==> src/hw/rtl/teq_pkg.sv <==
`default_nettype none
// ----------------------------------------------------------------------------
// teq_pkg: shared types and constants for the timed event queue
// Field widths, request codes and the records passed between the control
// and the row of storage cells.
// ----------------------------------------------------------------------------
package teq_pkg;

  localparam int CAPACITY_DEF = 16;
  localparam int MAX_RUN      = 16;
  localparam int TIME_W       = 32;
  localparam int ID_W         = 16;
  localparam int REQ_W        = 2;
  localparam int COUNT_OUT_W  = 5;

  localparam logic [REQ_W-1:0] REQ_ENQ  = 2'd0;
  localparam logic [REQ_W-1:0] REQ_TICK = 2'd1;
  localparam logic [REQ_W-1:0] REQ_CLR  = 2'd2;

  typedef struct packed {
    logic              valid;
    logic [TIME_W-1:0] tm;
    logic [ID_W-1:0]   id;
  } entry_t;

  typedef struct packed {
    logic              insert;
    logic              pop;
    logic              clear;
    logic [TIME_W-1:0] tm;
    logic [ID_W-1:0]   id;
  } cmd_t;

endpackage
`default_nettype wire

==> src/hw/rtl/teq_cell.sv <==
`default_nettype none
// ----------------------------------------------------------------------------
// teq_cell: one slot of the sorted shift store
// Holds one entry. On insert it keeps its entry, takes its left neighbor's,
// or takes the new one; on pop it takes its right neighbor's entry.
// ----------------------------------------------------------------------------
module teq_cell import teq_pkg::*; (
  input  wire logic   clk,
  input  wire logic   rst,
  input  wire cmd_t   cmd,
  input  wire entry_t prev_ent,     // left neighbor
  input  wire logic   prev_later,   // new entry goes at or left of the neighbor
  input  wire entry_t next_ent,     // right neighbor
  output entry_t      ent,
  output logic        later
);

  // An empty slot counts as later than any time; equal times stay in front.
  assign later = !ent.valid || (ent.tm > cmd.tm);

  always_ff @(posedge clk) begin
    if (rst) begin
      ent.valid <= 1'b0;
    end else if (cmd.clear) begin
      ent.valid <= 1'b0;
    end else if (cmd.insert && later) begin
      if (prev_later) begin
        ent <= prev_ent;
      end else begin
        ent <= '{valid: 1'b1, tm: cmd.tm, id: cmd.id};
      end
    end else if (cmd.pop) begin
      ent <= next_ent;
    end
  end

endmodule
`default_nettype wire

==> src/hw/rtl/teq_ctrl.sv <==
`default_nettype none
// ----------------------------------------------------------------------------
// teq_ctrl: request sequencer and result register
// Latches one request, drives insert, pop and clear into the cell row,
// walks a tick run one delivery per cycle while the output is free, holds each result until taken.
// ----------------------------------------------------------------------------
module teq_ctrl import teq_pkg::*; #(
  parameter int CAPACITY = CAPACITY_DEF
) (
  input  wire logic        clk,
  input  wire logic        rst,
  input  wire logic        s_tvalid,
  output logic             s_tready,
  input  wire logic [79:0] s_tdata,   // event_id, expire_time, current_time
  input  wire logic [1:0]  s_tuser,   // req_type
  output logic             m_tvalid,
  input  wire logic        m_tready,
  output logic [23:0]      m_tdata,   // out_event_id, entry_count, zero pad
  output logic             m_tlast,   // is_last
  output logic [1:0]       m_tuser,   // delivered, status
  input  wire entry_t      head,
  input  wire entry_t      second,
  output cmd_t             cmd
);

  localparam int CNT_W = $clog2(CAPACITY + 1);
  localparam int RUN_W = $clog2(MAX_RUN + 1);

  localparam logic ST_IDLE = 1'b0;
  localparam logic ST_RUN  = 1'b1;

  logic              state;
  logic [REQ_W-1:0]  req;
  logic [ID_W-1:0]   req_id;
  logic [TIME_W-1:0] req_exp;
  logic [TIME_W-1:0] req_now;
  logic [CNT_W-1:0]  count;
  logic [CNT_W-1:0]  count_next;
  logic [RUN_W-1:0]  run;

  logic              out_free;
  logic              emit;
  logic              head_hit;
  logic              second_hit;
  logic              r_delivered;
  logic [ID_W-1:0]   r_id;
  logic              r_last;
  logic              r_status;

  assign s_tready   = (state == ST_IDLE);
  assign out_free   = !m_tvalid || m_tready;
  assign head_hit   = head.valid && (head.tm <= req_now);
  assign second_hit = second.valid && (second.tm <= req_now);
  assign emit       = (state == ST_RUN) && out_free;

  always_comb begin
    cmd         = '{insert: 1'b0, pop: 1'b0, clear: 1'b0, tm: req_exp, id: req_id};
    count_next  = count;
    r_delivered = 1'b0;
    r_id        = '0;
    r_last      = 1'b1;
    r_status    = 1'b0;
    if (emit) begin
      case (req)
        REQ_ENQ: begin
          if (count == CNT_W'(CAPACITY)) begin
            r_status = 1'b1;
          end else begin
            cmd.insert = 1'b1;
            count_next = count + 1'b1;
          end
        end
        REQ_TICK: begin
          if (head_hit) begin
            cmd.pop     = 1'b1;
            count_next  = count - 1'b1;
            r_delivered = 1'b1;
            r_id        = head.id;
            r_last      = !(second_hit && (run < RUN_W'(MAX_RUN - 1)));
          end
        end
        REQ_CLR: begin
          cmd.clear  = 1'b1;
          count_next = '0;
        end
        default: begin
          count_next = count;
        end
      endcase
    end
  end

  always_ff @(posedge clk) begin
    if (rst) begin
      state    <= ST_IDLE;
      count    <= '0;
      run      <= '0;
      m_tvalid <= 1'b0;
    end else begin
      count <= count_next;
      if (s_tvalid && s_tready) begin
        state <= ST_RUN;
        run   <= '0;
      end else if (emit) begin
        // stay in the run while another expired entry follows, up to MAX_RUN deliveries
        if (r_last) begin
          state <= ST_IDLE;
        end else begin
          run <= run + 1'b1;
        end
      end
      if (emit) begin
        m_tvalid <= 1'b1;
      end else if (m_tready) begin
        m_tvalid <= 1'b0;
      end
    end
  end

  always_ff @(posedge clk) begin
    if (s_tvalid && s_tready) begin
      req     <= s_tuser;
      req_id  <= s_tdata[15:0];
      req_exp <= s_tdata[47:16];
      req_now <= s_tdata[79:48];
    end
    if (emit) begin
      m_tdata <= {3'b000, COUNT_OUT_W'(count_next), r_id};
      m_tlast <= r_last;
      m_tuser <= {r_status, r_delivered};
    end
  end

endmodule
`default_nettype wire

==> src/hw/rtl/timed_event_queue.sv <==
`default_nettype none
// ----------------------------------------------------------------------------
// timed_event_queue: timer priority queue of pending events
// Up to CAPACITY (id, expiration) entries kept sorted in a row of cells.
// ----------------------------------------------------------------------------
// Requests are handled one at a time. After an enqueue, a clear or an unknown
// request is accepted, the cell row inserts or clears and the acknowledgement
// is registered once the result output is free. A tick delivers n events (n at
// most MAX_RUN = 16), or one empty result if none has expired: the head cell is
// compared against the current time and popped once per cycle while the result
// output is not stalled, and the whole row shifts left with it. Expired entries
// beyond MAX_RUN stay for the next tick.
// ----------------------------------------------------------------------------
module timed_event_queue import teq_pkg::*; #(
  parameter int CAPACITY = CAPACITY_DEF
) (
  input  wire logic        clk,
  input  wire logic        rst,
  input  wire logic        s_tvalid,
  output logic             s_tready,
  input  wire logic [79:0] s_tdata,   // [15:0] event_id, [47:16] expire_time,
                                      // [79:48] current_time
  input  wire logic [1:0]  s_tuser,   // [1:0] req_type
  output logic             m_tvalid,
  input  wire logic        m_tready,
  output logic [23:0]      m_tdata,   // [15:0] out_event_id, [20:16] entry_count,
                                      // [23:21] zero
  output logic             m_tlast,   // is_last
  output logic [1:0]       m_tuser    // [0] delivered, [1] status
);

  cmd_t   cmd;
  entry_t ents       [CAPACITY];
  logic   later_flags[CAPACITY];

  teq_ctrl #(.CAPACITY(CAPACITY)) u_ctrl (
    .clk      (clk),
    .rst      (rst),
    .s_tvalid (s_tvalid),
    .s_tready (s_tready),
    .s_tdata  (s_tdata),
    .s_tuser  (s_tuser),
    .m_tvalid (m_tvalid),
    .m_tready (m_tready),
    .m_tdata  (m_tdata),
    .m_tlast  (m_tlast),
    .m_tuser  (m_tuser),
    .head     (ents[0]),
    .second   (ents[1]),
    .cmd      (cmd)
  );

  for (genvar i = 0; i < CAPACITY; i++) begin : g_cell
    entry_t prev_e;
    entry_t next_e;
    logic   prev_b;

    if (i == 0) begin : g_first
      assign prev_e = '0;
      assign prev_b = 1'b0;
    end else begin : g_mid
      assign prev_e = ents[i-1];
      assign prev_b = later_flags[i-1];
    end

    if (i == CAPACITY - 1) begin : g_last
      assign next_e = '0;
    end else begin : g_body
      assign next_e = ents[i+1];
    end

    teq_cell u_cell (
      .clk        (clk),
      .rst        (rst),
      .cmd        (cmd),
      .prev_ent   (prev_e),
      .prev_later (prev_b),
      .next_ent   (next_e),
      .ent        (ents[i]),
      .later      (later_flags[i])
    );
  end

endmodule
`default_nettype wire

==> config.mk <==
export PLATFORM = sky130hd
export DESIGN_NAME = timed_event_queue
export DESIGN_NICKNAME = d
export VERILOG_FILES = /design/src/hw/rtl/teq_pkg.sv /design/src/hw/rtl/teq_cell.sv /design/src/hw/rtl/teq_ctrl.sv /design/src/hw/rtl/timed_event_queue.sv
export SDC_FILE = /design/constraint.sdc
export NUM_CORES = 2
export LEC_CHECK = 0
export ABC_AREA = 1
export BUFFER_PORTS_ARGS = -buffer_cell sky130_fd_sc_hd__buf_2
export CORE_AREA = 8 8 364 366
export CTS_CLUSTER_SIZE = 20
export DETAILED_ROUTE_END_ITERATION = 10
export DIE_AREA = 0 0 372 374
export PLACE_DENSITY = 0.6
export SLEW_MARGIN = 0
export SYNTH_ARGS = -nofsm -noshare
export SYNTH_HDL_FRONTEND = slang
export SYNTH_SLANG_ARGS = --single-unit
==> constraint.sdc <==
create_clock -name clk -period 7.1 [get_ports clk]
set_input_delay 0.71 -clock clk [delete_from_list [all_inputs] [get_ports clk]]
set_output_delay 0.71 -clock clk [all_outputs]
set_load 0.02 [all_outputs]
# [Yosys cells after proc, flatten, opt, wreduce, memory -nomap -nowiden]
# Cells that the tools add are included.
[word_totals] reg_bits=902 out_inout_bits=29 n_memories=0 rom_bits=0 latch_bits=0 ramBits=0 inputBits=86
[op_classes] n_lt_le_gt_ge=19 n_bitwise=4 n_mul=0 n_div=0 n_eq_ne=3 reduce_logical=97 addsub=3 shift=0 n_mux=66
[op_table] operator="$mux W49" count=47
[op_table] operator="$gt A32 B32 Y1" count=16
[op_table] operator="$le A32 B32 Y1" count=2
[op_table] operator="$reduce_and A3 Y1" count=16
[op_table] operator="$reduce_bool A2 Y1" count=19
[op_table] operator="$logic_and A1 B1 Y1" count=21
[op_table] operator="$logic_not A1 Y1" count=18
[op_table] operator="$logic_or A1 B1 Y1" count=17
[op_table] operator="$mux W5" count=3
[op_table] operator="$pmux W5 S3" count=1
[op_table] operator="$mux W1" count=14
[op_table] operator="$add A5 B1 Y5 const B" count=2
[op_table] operator="$reduce_and A2 Y1" count=3
[op_table] operator="$eq A5 B5 Y1 const B" count=1
[op_table] operator="$lt A5 B4 Y1 const B" count=1
[op_table] operator="$sub A5 B1 Y5 const B" count=1
[op_table] operator="$not A1 Y1" count=4
[op_table] operator="$reduce_or A2 Y1" count=2
[op_table] operator="$mux W3" count=1
[op_table] operator="$eq A2 B1 Y1 const B" count=1
[op_table] operator="$eq A2 B2 Y1 const B" count=1
[op_table] operator="$logic_not A2 Y1" count=1

# [Longest topological paths before layout]
[depth] depth_word=10 ltp_mapped=22 mapped_depth_nobuf=21

# [By module]
# A second synthesis with hierarchy kept.
[hier_totals] hier_cells=7227 area_unflattened_um2=62742.7
[modules_own_cells] module="teq_cell" n_inst=16 cells_each=419 seq_area_each_um2=1461.4 area_per_inst_um2=3560.9
[modules_own_cells] module="teq_ctrl" n_inst=1 cells_each=522 seq_area_each_um2=3423.3 area_per_inst_um2=5764.3
[modules_own_cells] module="timed_event_queue" n_inst=1 cells_each=1 seq_area_each_um2=0.0 area_per_inst_um2=3.8

# [Worst setup path after synthesis]
# Ideal clock, no wire load.
[synth_timing] path_type="reg2reg" start="reg u_ctrl.req_exp[31]" end="reg g_cell[0].u_cell.ent[0] (netlist name) (enable)" t_required_ns=6.631 setup_slack_ns=2.114 path_stages_with_launch=14 period_less_slack_ns=4.986 setup_time_ns=0.469 arrival_time_ns=4.517 path_buffers=1 cell_sequence="edfxtp_1 inv_1 ha_1 nand2_1 nor2_1 nand4_1 nor4_1 nand2_1 nand2_1 nand2_1 nand2_1 nand2_2 clkbuf_1 a21oi_1"
[synth_between] elab_chain_len=5
[synth_rtl] element="start: declaration" line="teq_ctrl.sv:35" source="logic [TIME_W-1:0] req_exp;"
[synth_rtl] element="start signal: assignment" line="teq_ctrl.sv:124" source="req_exp <= s_tdata[47:16];"
[synth_rtl] element="$gt A32 B32 Y1" line="teq_cell.sv:19" source="assign later = !ent.valid || (ent.tm > cmd.tm);"
[synth_rtl] element="$logic_or A1 B1 Y1" line="teq_cell.sv:19"
[synth_rtl] element="$logic_and A1 B1 Y1" line="teq_cell.sv:26" source="end else if (cmd.insert && later) begin"
[synth_rtl] element="$reduce_bool A2 Y1 (no line)"
[synth_rtl] element="$reduce_and A3 Y1 (no line)"
[synth_rtl] element="end signal: assignment" line="teq_cell.sv:28" source="ent <= prev_ent;"
[synth_rtl] element="end signal: assignment" line="teq_cell.sv:30" source="ent <= '{valid: 1'b1, tm: cmd.tm, id: cmd.id};"
[synth_rtl] element="end signal: assignment" line="teq_cell.sv:33" source="ent <= next_ent;"
[synth_rtl] element="end: declaration" line="teq_cell.sv:14" source="output entry_t ent,"
# Every way passes these cells.
# A chain may end at the register's enable or synchronous reset.

# [Worst setup path after layout]
[layout_timing] start="reg u_ctrl.req_exp[30]" end="reg g_cell[2].u_cell.ent[26] (netlist name) (enable)"
[layout_between] elab_chain_len=5
[layout_rtl] element="$gt A32 B32 Y1" line="teq_cell.sv:19"
[layout_rtl] element="$logic_or A1 B1 Y1" line="teq_cell.sv:19"
[layout_rtl] element="$logic_and A1 B1 Y1" line="teq_cell.sv:26"
[layout_rtl] element="$reduce_bool A2 Y1 (no line)"
[layout_rtl] element="$reduce_and A3 Y1 (no line)"
[layout_rtl] element="end signal: assignment" line="teq_cell.sv:28"
[layout_rtl] element="end signal: assignment" line="teq_cell.sv:30"
[layout_rtl] element="end signal: assignment" line="teq_cell.sv:33"
[layout_rtl] element="end: declaration" line="teq_cell.sv:14"
# Every way passes these cells.

==> impl_metrics.csv <==
group,metric,value,unit
sta,fin_crit,6.12,ns
floorplan,die_area,0.139,mm²
placement,place_inst,7900,
layout,fillers,12100,
detailed_routing,drt_wl_total,214000,µm
cts,clk_pin_slew,0.06,ns
grt,grt_pass1_vias,48300,
detailed_routing,drtIter0Drc,5972,
cts,cts_max_path_buffers,3,
cts,cts_hold_buffers,0,
cts,cts_tree,"done",
floorplan,start_util,44.6,%
detailed_routing,antenna_left,0,
floorplan,num_io_pins,115,
worst_setup_path,cp_slowest_cell,"buf_4",
min_path,hold_path.class,"in -> reg",
power,internal-power,9.29,mW
grt,antenna_found_initial,10,
yosys,synth_flop_cell,"edfxtp_1",
power,p_per_area,204,mW/mm²
detailed_routing,drt_first_pass_iters,6,
power,clkPwrFrac,42.7,%
power,pwr-share-seq,48.0,%
yosys,yosys_register_bits,902,
sta,max_slew.worst_pin.slew,1.28,ns
sta,fmaxAchievable,163,MHz
power,p_comb_share,9.3,%
status,status,"finished, final reports clean",
power,vdd_drop_max,0.000208,V
placement,dp_hpwl,143000,µm
yosys,yosysSeqAreaShare,47.4,%
power,finalPower,12.6,mW
yosys,synth_area,0.0566,mm²
worst_setup_path,crit_type,"reg -> reg",
cts,cts_resized,0,
sta,report.final.slew_viol_count,0,
worst_setup_path,critPathRequiredTime,7.43,ns
grt,grt_pass1_wl,313000,µm
run,cap_violations,0,
detailed_routing,vias,49800,
yosys,yosysTopAreaCellShare,46.4,%
floorplan,die_w,372,µm
grt,overflow,0,
placement,dp_slack,1.08,ns
worst_setup_path,path_cells,"inv_1, ha_1, nand2_1, nor2_1, nand4_1, nor4_2, nand2_1, nand2_1, nand2_1, nand2_2, nand2_2, a21oi_4, buf_4",
detailed_routing,post_drt_wl_per_cell,26.4,µm
yosys,synth-edff-count,874,
sta,maxSlewHeadroom,14.8,%
sta,tns,0,ns
layout,nets,7009,
worst_setup_path,cp_common_cell,"nand2_1",
yosys,synthCells,6411,
sta,fin_worst_skew,0.0543,ns
sta,post-route-period-util,86.2,%
floorplan,die_y,374,µm
detailed_routing,drt-vias-per-instance,6.15,
cts,root_buffer,"clkbuf_16",
power,p_sw,3.36,mW
grt,grt_max_degree,68,
yosys,ys_warn_count,0,
layout,final_cell_count_no_fill,8091,
floorplan,row_count,131,
sta,setup_viol,0,
power,switching_share,26.5,%
cts,clock-sinks,902,
layout,final_core_util,48.9,%
cts,cts_made_buffers,104,
floorplan,coreArea,0.127,mm²
sta,worst_slack,0.981,ns
sta,finalHoldViolations,0,
detailed_routing,drc,0,
cts,cts_setup_buffers,0,
power,p_leak,26.2,nW
yosys,ys_top_cells_by_area,"edfxtp_1 46%, ha_1 13%, a21oi_1 9.0%",
yosys,avgSynthCellArea,8.82,µm²
placement,gp_congestion,0.979,
yosys,synth_largest_area_cell,"edfxtp_1",
worst_setup_path,startpoint_type,"flop",
worst_setup_path,critPathMaxFanout,48,
worst_setup_path,cp.arrival,6.45,ns
worst_setup_path,cpPeakStageDelay,0.82,ns
layout,area_growth_syn_to_layout,9.49,%
layout,drive_above_1_share,6.83,%
sta,rsz0062_at_grt,"false",
yosys,synthArstFlopShare,0,%
worst_setup_path,end_kind,"flop",
cts,htree_num_levels,3,
cts,worstSkewPairLatency,0.76,ns
grt,grtUsageTotal,29.8,%
yosys,synth.distinct_cells,41,
placement,io_buffers,111,
==> metrics by stage <==
stage | hold slack (ns) | cell area, µm²
global placement | 0.465 | 58600
floorplan | 0.444 | 56600
CTS | 0.0675 | 61900
global route | 0.101 | 61900
finish | 0.119 | 61900
detailed placement | 0.465 | 58600
==> worst max-delay path: cells and delay by family (launching register included) <==
family | cells | cell delay (ns)
buffers and inverters | 2 | 1.34
flip-flops | 1 | 0.69
AND/OR/NAND/NOR | 9 | 2.80
adder cells (fa/ha/maj) | 1 | 0.45
AO/OA/AOI/OAI | 1 | 0.32
==> worst paths after layout <==
| kind | cells past startpoint | from | end | slack, ns |
|---|---|---|---|---|
| worst min-delay path | 1 | s_tdata[48] | u_ctrl.req_now[0] | 0.12 |
| worst max-delay path | 13 | u_ctrl.req_exp[30] | g_cell[2].u_cell.ent[26] | 0.98 |
| worst min register to register | 2 | u_ctrl.run[3] | u_ctrl.run[3] | 0.48 |
| worst max register to register | 13 | u_ctrl.req_exp[30] | g_cell[2].u_cell.ent[26] | 0.98 |
==> cells in the final DEF (no fill, tap or decap), types with 2 or more instances in the layout <==
cell type  synthesis  final
clkinv_1           2     34
a21oi_4            0     16
o211ai_1          15     15
nand2_1         1186   1181
nand4_1           57     57
nand3b_1           8      8
nor3_1             6      6
a21oi_1         1019   1003
nor4_1             7      5
o31ai_1          142    141
a31oi_1           49     49
o21bai_1          15     15
nand3_1           86     86
buf_12             0     12
xor2_1             4      4
clkinv_2           0     13
o21a_1            35     35
nand2_4            2      9
edfxtp_1         874    874
clkinv_16          0      4
nand2_2           28     26
nor2_1           728    727
nor2_4             2      3
inv_16             0      2
o22ai_1           47     47
bufinv_16          0      8
buf_4             37     88
o21ai_0          573    573
buf_2            111    111
clkbuf_1         192     24
dfxtp_1           28     26
ha_1             579    579
diode_2            0      3
nor4_2            13     15
clkbuf_16          0    105
inv_1            404    399
inv_2             17     22
o21ai_1           91     91
conb_1             1      3
==> synthesized netlist by cell type, types with 3 or more instances <==
| cell | number |
|---|---|
| nand2_1 | 1186 |
| a21oi_1 | 1019 |
| edfxtp_1 | 874 |
| nor2_1 | 728 |
| ha_1 | 579 |
| o21ai_0 | 573 |
| inv_1 | 404 |
| clkbuf_1 | 192 |
| o31ai_1 | 142 |
| buf_2 | 111 |
| o21ai_1 | 91 |
| nand3_1 | 86 |
| nand4_1 | 57 |
| a31oi_1 | 49 |
| o22ai_1 | 47 |
| buf_1 | 40 |
| buf_4 | 37 |
| o21a_1 | 35 |
| dfxtp_1 | 28 |
| nand2_2 | 28 |
| inv_2 | 17 |
| o211ai_1 | 15 |
| o21bai_1 | 15 |
| nor4_2 | 13 |
| nand3b_1 | 8 |
| nor4_1 | 7 |
| nor3_1 | 6 |
| xor2_1 | 4 |
| buf_6 | 3 |
| clkbuf_2 | 3 |
==> power by group through the flow <==
stage / clock, mW / sequential [mW] / combinational (mW)
6_report: 5.40 / 6.06 / 1.18
2_1_floorplan: 0 / 6.11 / 0.751
5_1_grt: 5.64 / 6.07 / 1.30
3_3_place_gp: 0 / 6.17 / 1.12
4_1_cts: 5.46 / 6.06 / 1.16
3_5_place_dp: 0 / 6.17 / 1.16
==> cells by family (layout without fill, tap and decap cells) <==
group	after synthesis	count (layout)	synth area share (%)
AND/OR/NAND/NOR	2126	2126	15.1
AO/OA/AOI/OAI	1989	1989	18.7
flip-flops	902	902	47.4
buffers and inverters	809	822	5.91
adder cells (fa/ha/maj)	579	579	12.8
XOR/XNOR	5	5	0.0774
other	1	6	0.00663
==> metal layers <==
metal / GRT usage (%) / vias up / routed length [µm]
met5: 0 / - / 63
met4: 15.2 / 10 / 12400
met3: 6.80 / 610 / 23300
met2: 46.7 / 2918 / 94800
met1: 38.5 / 23800 / 83000
li1: - / 22500 / -
==> layout make-up <==
cell class / count / area (µm²) / area share (%)
multi-input cells: 4702 / 26700 / 43.1
clock buffers: 129 / 2720 / 4.39
diodes: 3 / 7.51 / 0.0121
well taps: 1662 / 2080 / 3.36
repair buffers: 211 / 1460 / 2.35
clock inverters: 59 / 586 / 0.946
inverters: 423 / 1590 / 2.56
flip-flops and latches: 902 / 26800 / 43.3
==> flip-flops by register name, summed over array words and instances, names as in the netlist <==
signal and count:
u_ctrl.state 1, u_ctrl.req_now 32, g_cell.u_cell.ent 784, u_ctrl.req_id 16
u_ctrl.req 2, u_ctrl.m_tlast 1, u_ctrl.req_exp 32, u_ctrl.run 5
u_ctrl.count 5, u_ctrl.m_tuser 2, u_ctrl.m_tvalid 1, u_ctrl.m_tdata 21
Power figures use the tool's default switching activity.
